--- src/sv/sem_pkg.sv ---
package sem_pkg;

    // Register indexes of the configuration port
    localparam logic [7:0] REG_FRAME_WIDTH  = 8'd0;
    localparam logic [7:0] REG_FRAME_HEIGHT = 8'd1;

    localparam int LINE_DEPTH_DEF = 256;
    localparam int Q_DEPTH        = 4;
    localparam int Q_PTR_W        = $clog2(Q_DEPTH);
    localparam int Q_CNT_W        = $clog2(Q_DEPTH + 1);
    localparam int GRAD_W         = 11;
    localparam int SQ_W           = 18;

    // One gradient pair between front and back
    typedef struct packed {
        logic signed [GRAD_W-1:0] gx;
        logic signed [GRAD_W-1:0] gy;
        logic                     last;
    } grad_t;

    typedef struct packed {
        logic  valid;
        grad_t entry;
    } push_t;

    // Partial state of the digit-by-digit square root
    typedef struct packed {
        logic [SQ_W-1:0] rem;
        logic [SQ_W-1:0] root;
    } sq_t;

    // One step of the square root, working on bit pair k
    function automatic sq_t sq_step(input sq_t s, input int k);
        logic [SQ_W-1:0] bitv;
        logic [SQ_W-1:0] trial;
        sq_t             r;
        bitv  = SQ_W'(1) << (2 * k);
        trial = s.root + bitv;
        if (s.rem >= trial)
        begin
            r.rem  = s.rem - trial;
            r.root = (s.root >> 1) + bitv;
        end
        else
        begin
            r.rem  = s.rem;
            r.root = s.root >> 1;
        end
        return r;
    endfunction

endpackage

--- src/sv/sem_queue.sv ---
module sem_queue (
    input  logic           clk,
    input  logic           rst_n,
    input  sem_pkg::push_t push,
    input  logic           pop,
    output sem_pkg::grad_t head,
    output logic           not_empty,
    output logic [sem_pkg::Q_CNT_W-1:0] count
);
    import sem_pkg::*;

    grad_t              mem_reg [Q_DEPTH];
    logic [Q_PTR_W-1:0] wr_ptr_reg, wr_ptr_next;
    logic [Q_PTR_W-1:0] rd_ptr_reg, rd_ptr_next;
    logic [Q_CNT_W-1:0] cnt_reg, cnt_next;
    logic               do_pop;

    assign do_pop    = pop && (cnt_reg != '0);
    assign head      = mem_reg[rd_ptr_reg];
    assign not_empty = (cnt_reg != '0);
    assign count     = cnt_reg;

    // Pointer and fill bookkeeping
    always_comb
    begin
        wr_ptr_next = push.valid ? wr_ptr_reg + 1'b1 : wr_ptr_reg;
        rd_ptr_next = do_pop ? rd_ptr_reg + 1'b1 : rd_ptr_reg;
        cnt_next    = cnt_reg + Q_CNT_W'(push.valid) - Q_CNT_W'(do_pop);
    end

    always_ff @(posedge clk or negedge rst_n)
    begin
        if (!rst_n)
        begin
            wr_ptr_reg <= '0;
            rd_ptr_reg <= '0;
            cnt_reg    <= '0;
        end
        else
        begin
            wr_ptr_reg <= wr_ptr_next;
            rd_ptr_reg <= rd_ptr_next;
            cnt_reg    <= cnt_next;
        end
    end

    always_ff @(posedge clk)
    begin
        if (push.valid)
        begin
            mem_reg[wr_ptr_reg] <= push.entry;
        end
    end

endmodule

--- config.mk ---
export PLATFORM = sky130hd
export DESIGN_NAME = sem_queue
export DESIGN_NICKNAME = d
export VERILOG_FILES = /design/src/sv/sem_pkg.sv /design/src/sv/sem_queue.sv
export SDC_FILE = /design/constraint.sdc
export NUM_CORES = 1
export LEC_CHECK = 0
export BUFFER_PORTS_ARGS = -buffer_cell sky130_fd_sc_hd__clkbuf_2
export CORE_ASPECT_RATIO = 0.9
export CORE_MARGIN = 5
export CORE_UTILIZATION = 55
export DETAILED_ROUTE_END_ITERATION = 6
export PLACE_DENSITY = 0.77
export SLEW_MARGIN = 20
export SYNTH_ARGS = -nofsm -noshare
export SYNTH_HDL_FRONTEND = slang
export SYNTH_SLANG_ARGS = --single-unit
--- constraint.sdc ---
create_clock -name clk -period 6.35 [get_ports clk]
set_clock_uncertainty 0.15 [all_clocks]
set_input_delay 1.27 -clock clk [delete_from_list [all_inputs] [get_ports clk]]
set_output_delay 1.27 -clock clk [all_outputs]
set_load 0.03 [all_outputs]
* Yosys cells after proc, flatten, opt, wreduce, memory -nomap -nowiden
Memory sizes are Yosys's and may differ from the RTL's. Cells that the tools add are included.
Word-level totals: flip-flop bits (word level) 7, bits in latches 0, RAM bits 92, memory bits (read-only) 0, memories kept 1
Cells by class: add/sub/neg operators 4, multipliers 0, div/mod/pow operators 0, $lt $le $gt $ge 0, eq/ne operators 0, shifts and indexed selects 0, multiplexer cells 2, bitwise operators 0, reductions and logical operators 2
Memories:
- mem_reg | words 4, width 23, read ports 1, clocked after Yosys merged registers in 0, wr ports 1, line sem_queue.sv:12 | grad_t mem_reg [Q_DEPTH];
Operators by type and width (number):
- adder 2 x 1 -> 2 bit, second input constant | 2
- adder 3 x 1 -> 3 bit | 1
- nonzero test 3 bit | 1
- subtractor 3 x 1 -> 3 bit | 1
- two-way mux 1 bit | 2
- logical AND 1 bit | 1

* Depth between registers and ports, before layout
depth in word-level cells 3, mapped depth 7

* Least setup slack after synthesis
Ideal clock, no wire load.
path kind input-to-reg, start input pop, end register cnt_reg[2], in the netlist count[2], arrival 2.488 ns, data required time 6.077 ns, path slack 3.589 ns, stages on the path 7, cell sequence o31a_1 ha_1 inv_1 ha_1 fa_1 xnor2_1 xnor2_1
On the way: longest elaborated chain between the ends 2
RTL lines:
- from (decl) | line sem_queue.sv:5 | input logic pop,
- logical AND 1 bit | line sem_queue.sv:18 | assign do_pop = pop && (cnt_reg != '0);
- subtractor 3 x 1 -> 3 bit | line sem_queue.sv:28 | cnt_next = cnt_reg + Q_CNT_W'(push.valid) - Q_CNT_W'(do_pop);
- named net cnt_next[2] | line sem_queue.sv:15 | logic [Q_CNT_W-1:0] cnt_reg, cnt_next;
- to (signal assigned) | line sem_queue.sv:43 | cnt_reg <= cnt_next;
- to (decl) | line sem_queue.sv:15
The timed path passes the listed nets, and every way through them passes these cells. A chain may end at the register's enable or synchronous reset.

==> impl_metrics.ini <==
[layout]
largest_reg_flops = 92
syn2layout_area_growth_pct = 16.2
mostFrequentLayoutCells = 92 x sky130_fd_sc_hd__edfxtp_1, 53 x sky130_fd_sc_hd__clkbuf_2, 18 x sky130_fd_sc_hd__mux4_2
drive_gt1_frac = 0.414
design.final.nets = 251
ff_latch_area_sq_um = 2940
design_area_sq_um = 4370
layout.cells.most_common = sky130_fd_sc_hd__edfxtp_1
insertedDiodeCount = 0
multi_input_area_sq_um = 733
num-fill-cells = 455
final_design_utilization = 0.660

[timing]
worst_pin_slew_ns = 0.772
count_of_final_hold_check_violations = 0
fin_crit_sh = 0.554
setup_viol_count_final = 0
finalCriticalPeriod_ns = 3.52
fin_ws_ns = 2.83
unrepaired_setup_endpoints_after_global_routing = no
slew-limit-headroom = 0.486
timing.final.max_slew_violations = 0
fmaxAchievable_mhz = 284
finalSetupTns_ns = 0

[power_and_ir_drop]
ratio_of_total_power_to_cell_area_nw_per_um2 = 492
total_power_draw_mw = 2.15
vdd_drop_max_v = 0.000288
power_leakage_nw = 1.58

[place]
dp_worst_setup_slack_ns = 3.14
place.detailed.hpwl_um = 3740
place_congestion = 0.766
port_buffers = 53
placement.cell_area_sq_um = 4100

[setup_path]
timing.critical_path.max_delay_family = flip-flops
timing.critical_path.slowest_stage_cell = sky130_fd_sc_hd__dfrtp_2
critPathLaunchType = flop
setup.worst_path.end_class = primary output
timing.critical_path.arrival_ns = 2.10
critical_path_required_ns = 4.93
sum_of_buffers_and_inverters_on_the_critical_path = 1
critPathMaxStageDelay_ns = 0.88
crit_type = flop to primary output
crit_path_cell_trace = mux4_1, clkbuf_2
worst-path-max-fanout = 25

[synthesis]
post_synth_xor_area_fraction = 0.0116
synth_top_family_by_area = multiplexers
synth_compound_gate_area_share = 0.00599
synth-adder-area-share = 0.0253
synth_top_cells_by_area = sky130_fd_sc_hd__edfxtp_1 73%, sky130_fd_sc_hd__mux4_2 11%, sky130_fd_sc_hd__dfrtp_1 4.7%
ys_ff_latch = 99
number_of_nets_produced_by_synthesis = 189
synth.top_cell.area_share = 0.735
post_synth_instance_area_sq_um = 3760
seq_area_frac_synth = 0.781
netlist_instances = 155
yosys.area_share.simple = 0.00932
yosysWarningCount = 0
syn_avg_cell_area_sq_um = 24.3
synth.lib_cells_used.distinct = 18
yosys.area.top_type = sky130_fd_sc_hd__edfxtp_1
muxShareOfSynthArea = 0.143

[route]
post_drt_wl_per_cell_um = 18.6
route.detailed.vias_per_inst = 5.42
wirelength_um = 5800
antenna_violating_nets_post_route = 0
drc_errors = 0
dr.first_iter.drc_count = 109
detailroute.via_count = 1691
drt-pass1-iter-count = 4

[die]
ioPinCount = 54
rows = 28
start_util = 0.568
fp.dieW_um = 97.2
fp.dieArea_sq_um = 8590
floorplan.die.height_um = 88.4
core_footprint_sq_um = 6620

[global_routing]
largest_net_degree_at_the_start_of_global_routing = 26
number_of_global_route_vias_before_repair = 1860
wire_length_of_the_first_global_routing_pass_um = 9600
grt_antenna_before_repair = 0
grt_overflow_total = 0
groute.usage.overall = 0.153

[cts]
insertion_delay_ns = 0.35
post_cts.repair.setup_buffers = 0
cts_hold_buf = 0
cts_htree_levels = 3
cts_inserted_buffers = 9
clock-sinks = 99
cts_repair_resize_count = 0
cts-root-to-sink-buffers = 2
clkSlewWorstSetupHoldPaths_ns = 0.08
clockRootBuffer = sky130_fd_sc_hd__clkbuf_8
tritoncts = yes

[hold_path]
worst_min_delay_path_class = flop to flop

[run_status]
status = completed

[job]
max_cap_violations = 0
-- worst paths after layout --
path                                      startpoint                   endpoint  slack [ns]  cells past startpoint
max reg2reg                       count[1]$_DFF_PN0_         count[2]$_DFF_PN0_        4.16                      7
min in group asynchronous                      rst_n  wr_ptr_reg[1]$_DFFE_PN0P_        0.59                      1
min reg2reg                wr_ptr_reg[0]$_DFFE_PN0P_  wr_ptr_reg[0]$_DFFE_PN0P_        0.41                      1
min                        wr_ptr_reg[0]$_DFFE_PN0P_  wr_ptr_reg[0]$_DFFE_PN0P_        0.41                      1
max                        rd_ptr_reg[0]$_DFFE_PN0P_                    head[0]        2.83                      2
max in group asynchronous                      rst_n  rd_ptr_reg[0]$_DFFE_PN0P_        5.28                      1
-- stage by stage --
stage	instances	hold slack [ns]
after floorplan	155	0.344
after global placement	296	0.373
after detailed placement	296	0.399
after CTS	312	0.410
after global routing	312	0.426
final	312	0.409
-- layer usage --
layer | vias up | GRT usage | part of all wire
met5 | - | 0 | 0
met4 | 0 | 0.0421 | 0.0076
met3 | 7 | 0.0725 | 0.076
met2 | 52 | 0.249 | 0.49
met1 | 867 | 0.187 | 0.43
li1 | 765 | - | -
-- synth_stat cells (all sizes together) --
master / count
xor2: 2
dfrtp: 7
or3: 1
xnor2: 3
ha: 6
fa: 1
o31a: 1
inv: 6
buf: 6
o311ai: 1
mux4: 23
o21ai: 1
and2: 4
edfxtp: 92
nand2: 1
-- cell type report --
cell class,count,share of cell area
inverters,6,0.00516
clock buffers,9,0.0284
flip-flops and latches,99,0.673
multi-input cells,44,0.168
clock inverters,7,0.0321
repair buffers,57,0.0676
well taps,90,0.0258
-- logic make-up (layout without fill, tap and decap cells) --
kind of cell,count (synthesis),after routing
AO/OA/AOI/OAI,3,3
XOR/XNOR,5,5
adder cells (fa/ha/maj),7,7
buffers and inverters,12,79
flip-flops,99,99
multiplexers,23,23
AND/OR/NAND/NOR,6,6
-- where the power goes --
part | internal [mW] | switching, mW
Sequential | 0.859 | 0.114
Combinational | 0.270 | 0.407
Clock | 0.300 | 0.199
Total | 1.43 | 0.720
No activity file was read; power rests on OpenSTA's default activity.
