$ cat config.mk
export PLATFORM = sky130hd
export DESIGN_NAME = sem_back
export DESIGN_NICKNAME = d
export VERILOG_FILES = /design/src/sv/sem_pkg.sv /design/src/sv/sem_back.sv
export SDC_FILE = /design/constraint.sdc
export NUM_CORES = 1
export LEC_CHECK = 0
export BUFFER_PORTS_ARGS = -buffer_cell sky130_fd_sc_hd__buf_2
export CORE_ASPECT_RATIO = 1.4
export CORE_MARGIN = 2
export CORE_UTILIZATION = 35
export CTS_BUF_LIST = sky130_fd_sc_hd__clkbuf_8
export DETAILED_ROUTE_END_ITERATION = 10
export PLACE_DENSITY = 0.52
export SKIP_LAST_GASP = 1
export SLEW_MARGIN = 10
export SYNTH_ARGS = -nofsm -noshare
export SYNTH_HDL_FRONTEND = slang
export SYNTH_SLANG_ARGS = --single-unit
$ cat constraint.sdc
create_clock -name clk -period 8.84 [get_ports clk]
set_input_delay 0.442 -clock clk [delete_from_list [all_inputs] [get_ports clk]]
set_output_delay 0.442 -clock clk [all_outputs]
set_load 0.01 [all_outputs]
$ cat src/sv/sem_pkg.sv
package sem_pkg;

    // Register indexes of the configuration port
    localparam logic [7:0] REG_FRAME_WIDTH  = 8'd0;
    localparam logic [7:0] REG_FRAME_HEIGHT = 8'd1;

    localparam int LINE_DEPTH_DEF = 256;
    localparam int Q_DEPTH        = 4;
    localparam int Q_PTR_W        = $clog2(Q_DEPTH);
    localparam int Q_CNT_W        = $clog2(Q_DEPTH + 1);
    localparam int GRAD_W         = 11;
    localparam int SQ_W           = 18;

    // One gradient pair between front and back
    typedef struct packed {
        logic signed [GRAD_W-1:0] gx;
        logic signed [GRAD_W-1:0] gy;
        logic                     last;
    } grad_t;

    typedef struct packed {
        logic  valid;
        grad_t entry;
    } push_t;

    // Partial state of the digit-by-digit square root
    typedef struct packed {
        logic [SQ_W-1:0] rem;
        logic [SQ_W-1:0] root;
    } sq_t;

    // One step of the square root, working on bit pair k
    function automatic sq_t sq_step(input sq_t s, input int k);
        logic [SQ_W-1:0] bitv;
        logic [SQ_W-1:0] trial;
        sq_t             r;
        bitv  = SQ_W'(1) << (2 * k);
        trial = s.root + bitv;
        if (s.rem >= trial)
        begin
            r.rem  = s.rem - trial;
            r.root = (s.root >> 1) + bitv;
        end
        else
        begin
            r.rem  = s.rem;
            r.root = s.root >> 1;
        end
        return r;
    endfunction

endpackage

$ cat src/sv/sem_back.sv
module sem_back (
    input  logic           clk,
    input  logic           rst_n,
    input  sem_pkg::grad_t head,
    input  logic           not_empty,
    output logic           pop,
    output logic           out_valid,
    input  logic           out_ready,
    output logic [7:0]     magnitude,
    output logic           last
);
    import sem_pkg::*;

    localparam int N_SQ = 3;   // root stages, three bit pairs each

    logic                en;
    logic [GRAD_W-1:0]   abs_x, abs_y;

    logic                v1_reg;
    logic [7:0]          ax_reg, ay_reg;
    logic                l1_reg;

    logic                v2_reg;
    sq_t                 s2_reg;
    logic                l2_reg;

    logic                vq_reg [N_SQ];
    sq_t                 sq_reg [N_SQ];
    logic                lq_reg [N_SQ];
    sq_t                 sq_in  [N_SQ];
    sq_t                 sq_out [N_SQ];

    logic                out_valid_reg;
    logic [7:0]          mag_reg;
    logic                last_reg;

    assign en        = !out_valid_reg || out_ready;
    assign pop       = en && not_empty;
    assign out_valid = out_valid_reg;
    assign magnitude = mag_reg;
    assign last      = last_reg;

    assign abs_x = head.gx[GRAD_W-1] ? GRAD_W'(-head.gx) : GRAD_W'(head.gx);
    assign abs_y = head.gy[GRAD_W-1] ? GRAD_W'(-head.gy) : GRAD_W'(head.gy);

    // Three root steps per stage, highest bit pair first
    always_comb
    begin
        for (int s = 0; s < N_SQ; s++)
        begin
            sq_in[s]  = (s == 0) ? s2_reg : sq_reg[s-1];
            sq_out[s] = sq_in[s];
            for (int j = 0; j < 3; j++)
            begin
                sq_out[s] = sq_step(sq_out[s], 8 - 3*s - j);
            end
        end
    end

    // Valid chain
    always_ff @(posedge clk or negedge rst_n)
    begin
        if (!rst_n)
        begin
            v1_reg        <= 1'b0;
            v2_reg        <= 1'b0;
            out_valid_reg <= 1'b0;
            for (int s = 0; s < N_SQ; s++)
            begin
                vq_reg[s] <= 1'b0;
            end
        end
        else if (en)
        begin
            v1_reg <= not_empty;
            v2_reg <= v1_reg;
            for (int s = 0; s < N_SQ; s++)
            begin
                vq_reg[s] <= (s == 0) ? v2_reg : vq_reg[s-1];
            end
            out_valid_reg <= vq_reg[N_SQ-1];
        end
    end

    // Payload: quarter magnitudes, squares, root, saturation
    always_ff @(posedge clk)
    begin
        if (en)
        begin
            ax_reg      <= abs_x[9:2];
            ay_reg      <= abs_y[9:2];
            l1_reg      <= head.last;
            s2_reg.rem  <= SQ_W'({8'd0, ax_reg} * {8'd0, ax_reg})
                           + SQ_W'({8'd0, ay_reg} * {8'd0, ay_reg});
            s2_reg.root <= '0;
            l2_reg      <= l1_reg;
            for (int s = 0; s < N_SQ; s++)
            begin
                sq_reg[s] <= sq_out[s];
                lq_reg[s] <= (s == 0) ? l2_reg : lq_reg[s-1];
            end
            mag_reg  <= (sq_reg[N_SQ-1].root > SQ_W'(255)) ? 8'd255
                        : sq_reg[N_SQ-1].root[7:0];
            last_reg <= lq_reg[N_SQ-1];
        end
    end

endmodule

==> Yosys cells after proc, flatten, opt, wreduce, memory -nomap -nowiden <==
Memory sizes are Yosys's and may differ from the RTL's. A register that Yosys moved wholly into a read port is not among the register bits.
Index checks and enable logic that the tools add are counted.
{ "op_classes": {"n_addsub": 28, "n_mul": 2, "order_cmp": 10, "mux": 13, "reduce_logical": 3} }
{ "ops": {"columns": ["op", "count"], "rows": [
  ["$mux 36", 9],
  ["$ge 18x18->1", 8],
  ["$sub 18x18->18", 8],
  ["$mul 8x8->16", 2],
  ["$mux 10", 2],
  ["$neg 10->10", 2],
  ["$add 17x1->18 const B", 1],
  ["$add 17x11->18 const B", 1],
  ["$add 17x13->18 const B", 1],
  ["$add 17x15->18 const B", 1],
  ["$add 17x3->18 const B", 1],
  ["$add 17x5->18 const B", 1],
  ["$add 17x7->18 const B", 1],
  ["$add 17x9->18 const B", 1],
  ["$add 18x1->18 const B", 1],
  ["$add 18x11->18 const B", 1],
  ["$add 18x13->18 const B", 1],
  ["$add 18x15->18 const B", 1],
  ["$add 18x3->18 const B", 1],
  ["$add 18x5->18 const B", 1],
  ["$add 18x7->18 const B", 1],
  ["$add 18x9->18 const B", 1],
  ["$ge 18x17->1 const B", 1],
  ["$gt 18x8->1 const B", 1],
  ["6 further kinds", 7]
]} }
{ "word_totals": {"register_bits": 50, "mem_bits_rw": 111, "input_bits": 27, "out_inout_bits": 11, "elab_cells": 70, "mem_count": 2} }
{ "memory_table": {"columns": ["name", "words", "word_bits", "read_ports", "rd_ports_with_merged_regs", "wr", "line_no", "source"], "rows": [
  ["sq_reg", 3, 36, 3, 0, 3, "sem_back.sv:28", "sq_t sq_reg [N_SQ];"],
  ["lq_reg", 3, 1, 3, 1, 3, "sem_back.sv:29", "logic lq_reg [N_SQ];"]
]} }

==> Longest topological paths before layout <==
An unclocked memory read counts as a cell.
{ "depth": {"ltp_word": 10, "ltp_mapped": 30, "depth_no_buf": 28} }

==> Worst setup path after synthesis <==
No wires, ideal clock.
{ "synth_timing": {"kind": "register to register", "start": "memory sq_reg[0][24] (netlist bit)", "end": "memory sq_reg[0][63] (netlist bit) (data pin)", "setup_time_ns": 0.260, "arrival_time_ns": 5.712, "required_time_ns": 8.580, "path_slack_ns": 2.868, "stages_incl_launch_ff": 30, "n_path_buf": 3, "synth_period_minus_slack_ns": 5.972, "cell_sequence": "edfxtp_1 > inv_1 > ha_1 > or3b_2 > or4_4 > nand3_2 > buf_2 > nor2_1 > a21oi_1 > ha_1 > clkbuf_1 > nand4_1 > nor4_1 > nand4_1 > o211ai_2 > a21oi_1 > nand2_1 > clkinv_1 > nor2_1 > xnor2_1 > ha_1 > nand2_1 > a2111oi_0 > mux2i_1 > a21oi_1 > and4bb_1 > buf_4 > and2_4 > inv_4 > mux2_4"} }
{ "synth_rtl": {"columns": ["element", "line_no"], "rows": [
  ["from (decl)", "sem_back.sv:28"]
]} }

==> flow_metrics.tcl <==
set metrics [dict create \
    netlist-cell-type-count 80 \
    synth_edf_count 101 \
    synthArstFlopShare_pct 5.61 \
    path_max_fanout 16 \
    hold_violations 0 \
    ys_seq_area_share_pct 30.8 \
    crit_arrival_ps 7170 \
    rows 74 \
    fin_skew_ps 14.0 \
    drt_wl_total_um 23000 \
    drc 0 \
    syn_avg_cell_area_um2 10.3 \
    synth_ff_type "edfxtp_1" \
    die_h_um 207 \
    cts.sinks 107 \
    root_buffer "clkbuf_8" \
    synth.most_common_cell "inv_1" \
    numCtsBuffers 9 \
    cts_tree "yes" \
    cp_data_required_time_ps 8980 \
    largest_reg_flops 54 \
    post_cts_buffers 0 \
    top_level_ports 38 \
    port_buffers 37 \
    dieArea_mm2 0.0309 \
    drive_above_1_share_pct 9.80 \
    grt_usage_pct 15.5 \
    first_iter_violations 266 \
    grt_overflow 0 \
    vias 7263 \
    vias_per_cell 5.11 \
    grt_pass1_wl_um 37700 \
    fin_area_mm2 0.0111 \
    worst_pin_slew_ps 971 \
    fmax_ghz 0.142 \
    min_period_over_period_pct 79.5 \
    finalSetupViolCount 0 \
    fin_crit_ps 7030 \
    final_nets 1249 \
    synth_area_leader_cell "edfxtp_1" \
    synth_top_area_share_pct 29.4 \
    drv_cap 0 \
    die_w_um 149 \
    ys_seq_elements 107 \
    start_kind "flop" \
    grt_pass1_vias 7609 \
    wl_per_cell_um 16.2 \
    cts_resized 0 \
    insertion_delay_ps 390 \
    hp-class "input pin to flop" \
    placed_area_mm2 0.0109 \
    h-tree-depth 3 \
    syn-instance-count 1003 \
    clk_pin_slew_ps 100 \
    yosysWarnings 0 \
    endpoint_kind "flop" \
    drtPass1Iterations 5 \
    slew_violations 0 \
    synth_commonest_cells "inv_1, ha_1, edfxtp_1" \
    synth_area_leaders "edfxtp_1, fa_1, ha_1" \
    hpwl_um 19100 \
    crit_type "flop to flop" \
    grt_setup_unrepaired "false" \
    gp_congestion 0.897 \
    syn_to_final_growth_pct 7.81 \
    fin_tns_setup_ps 0 \
    antenna_found_initial 0 \
    grt_max_degree 61 \
    syn_nets 1215 \
    clockBufferDepth 2 \
    synth_area_mm2 0.0103 \
    core-area_mm2 0.0291 \
    relSlewSlack_pct 34.7 \
    postRouteAntennaNets 0 \
    initial_core_util_pct 35.5 \
    status "complete, no violations" \
    n_antenna_cell 0 \
]
-- what timing repair did --
item / in CTS / in global routing
endpoints found under the hold margin: 6 / 0
setup endpoints to repair: 0 / 0
hold buffers: 1 / 0
-- cell type report --
cell class                      count  area, um^2
Multi-Input combinational cell    753        6600
Sequential cell                   107        3180
Clock inverter                      6        66.3
Inverter                          126         475
Clock buffer                        9         124
Timing Repair Buffer               40         210
Tap cell                          380         475
Fill cell                        2962       17900
-- layer usage --
layer  share of wire [%]  track usage [%]  vias to the layer above
met4                 4.9             7.82                        0
met3                 2.2             1.85                       65
li1                    -                -                     3584
met1                  37             16.1                     3479
met2                  56             29.8                      135
met5                   0                0                        -
-- cell usage in the layout (no fill, tap or decap), types with 3 or more instances in the layout --
master      n
nor4b_1     3
or4_1       7
a21boi_0    4
nand2b_1   14
nor2b_1    13
o211ai_1    3
inv_1     123
clkbuf_8    9
o31ai_1    12
or3_1       3
nor3_1     15
a211oi_1   11
fa_1       76
edfxtp_1  101
dfrtp_1     6
and3_1      5
or2_2      16
a31oi_1     5
o21ai_0    23
o21bai_1    8
o21a_1      7
a21oi_1    64
ha_1      109
mux2_4      3
nor2_1     44
xor2_1     16
nand4_1     8
xnor2_1    59
a21o_1     19
mux2i_1     5
buf_2      37
nor4_1     12
nand3_1    15
and2_1     40
nand2_1    66
a211o_1     5
nor3b_1     4
mux2_2      9
-- per-stage QoR --
step / cells / util [%] / hold WS, ps / setup slack, ps
after floorplan: 1003 / - / 146 / 2870
after global placement: 1405 / 37.6 / 271 / 1990
after detailed placement: 1405 / 37.6 / 278 / 1880
after CTS: 1421 / 38.3 / 196 / 1880
after global routing: 1421 / 38.3 / 207 / 1040
final: 1421 / 38.3 / 228 / 1810
-- cell families (layout without fill, tap and decap cells) --
family / after synthesis / in the layout / synth area share (%)
AO/OA/AOI/OAI: 192 / 192 / 12.5
XOR/XNOR: 75 / 75 / 6.36
adder cells (fa/ha/maj): 185 / 185 / 27.9
buffers and inverters: 143 / 181 / 5.34
flip-flops: 107 / 107 / 30.8
multiplexers: 18 / 18 / 2.04
AND/OR/NAND/NOR: 283 / 283 / 15.0
-- worst paths after layout --
kind                                              start                      end  slack, ps  cells past startpoint
max in group asynchronous                         rst_n    out_valid$_DFFE_PN0N_       8300                      2
min in group asynchronous                         rst_n       v2_reg$_DFFE_PN0N_        400                      2
worst max-delay path            sq_reg[0][14]$_DFFE_PN_  sq_reg[0][63]$_DFFE_PN_       1810                     25
worst min register to register         l1_reg$_DFFE_PN_         l2_reg$_DFFE_PN_        430                      0
worst max register to register  sq_reg[0][14]$_DFFE_PN_  sq_reg[0][63]$_DFFE_PN_       1810                     25
worst min-delay path                            head[0]         l1_reg$_DFFE_PN_        230                      1
-- critical path, stage by stage (launching register included) --
cell and delay, ps:
edfxtp_1 400, inv_1 110, ha_1 330, nor4_1 780, nand3_2 480, nor2_1 200, a21oi_1 100, ha_1 460
nand4_1 190, nor3_1 170, a2bb2oi_1 100, o211ai_2 300, a21oi_1 100, nand2_1 360, clkinv_1 330, nor2_1 210
xnor2_1 170, ha_1 320, nand2_1 150, nor3_1 80, a221oi_1 360, a21oi_1 120, and4bb_1 420, and2_4 220
inv_4 60, mux2_4 290
Power is not shown: default switching activity piles up to over one toggle a cycle in this logic, so the estimate is an artifact.
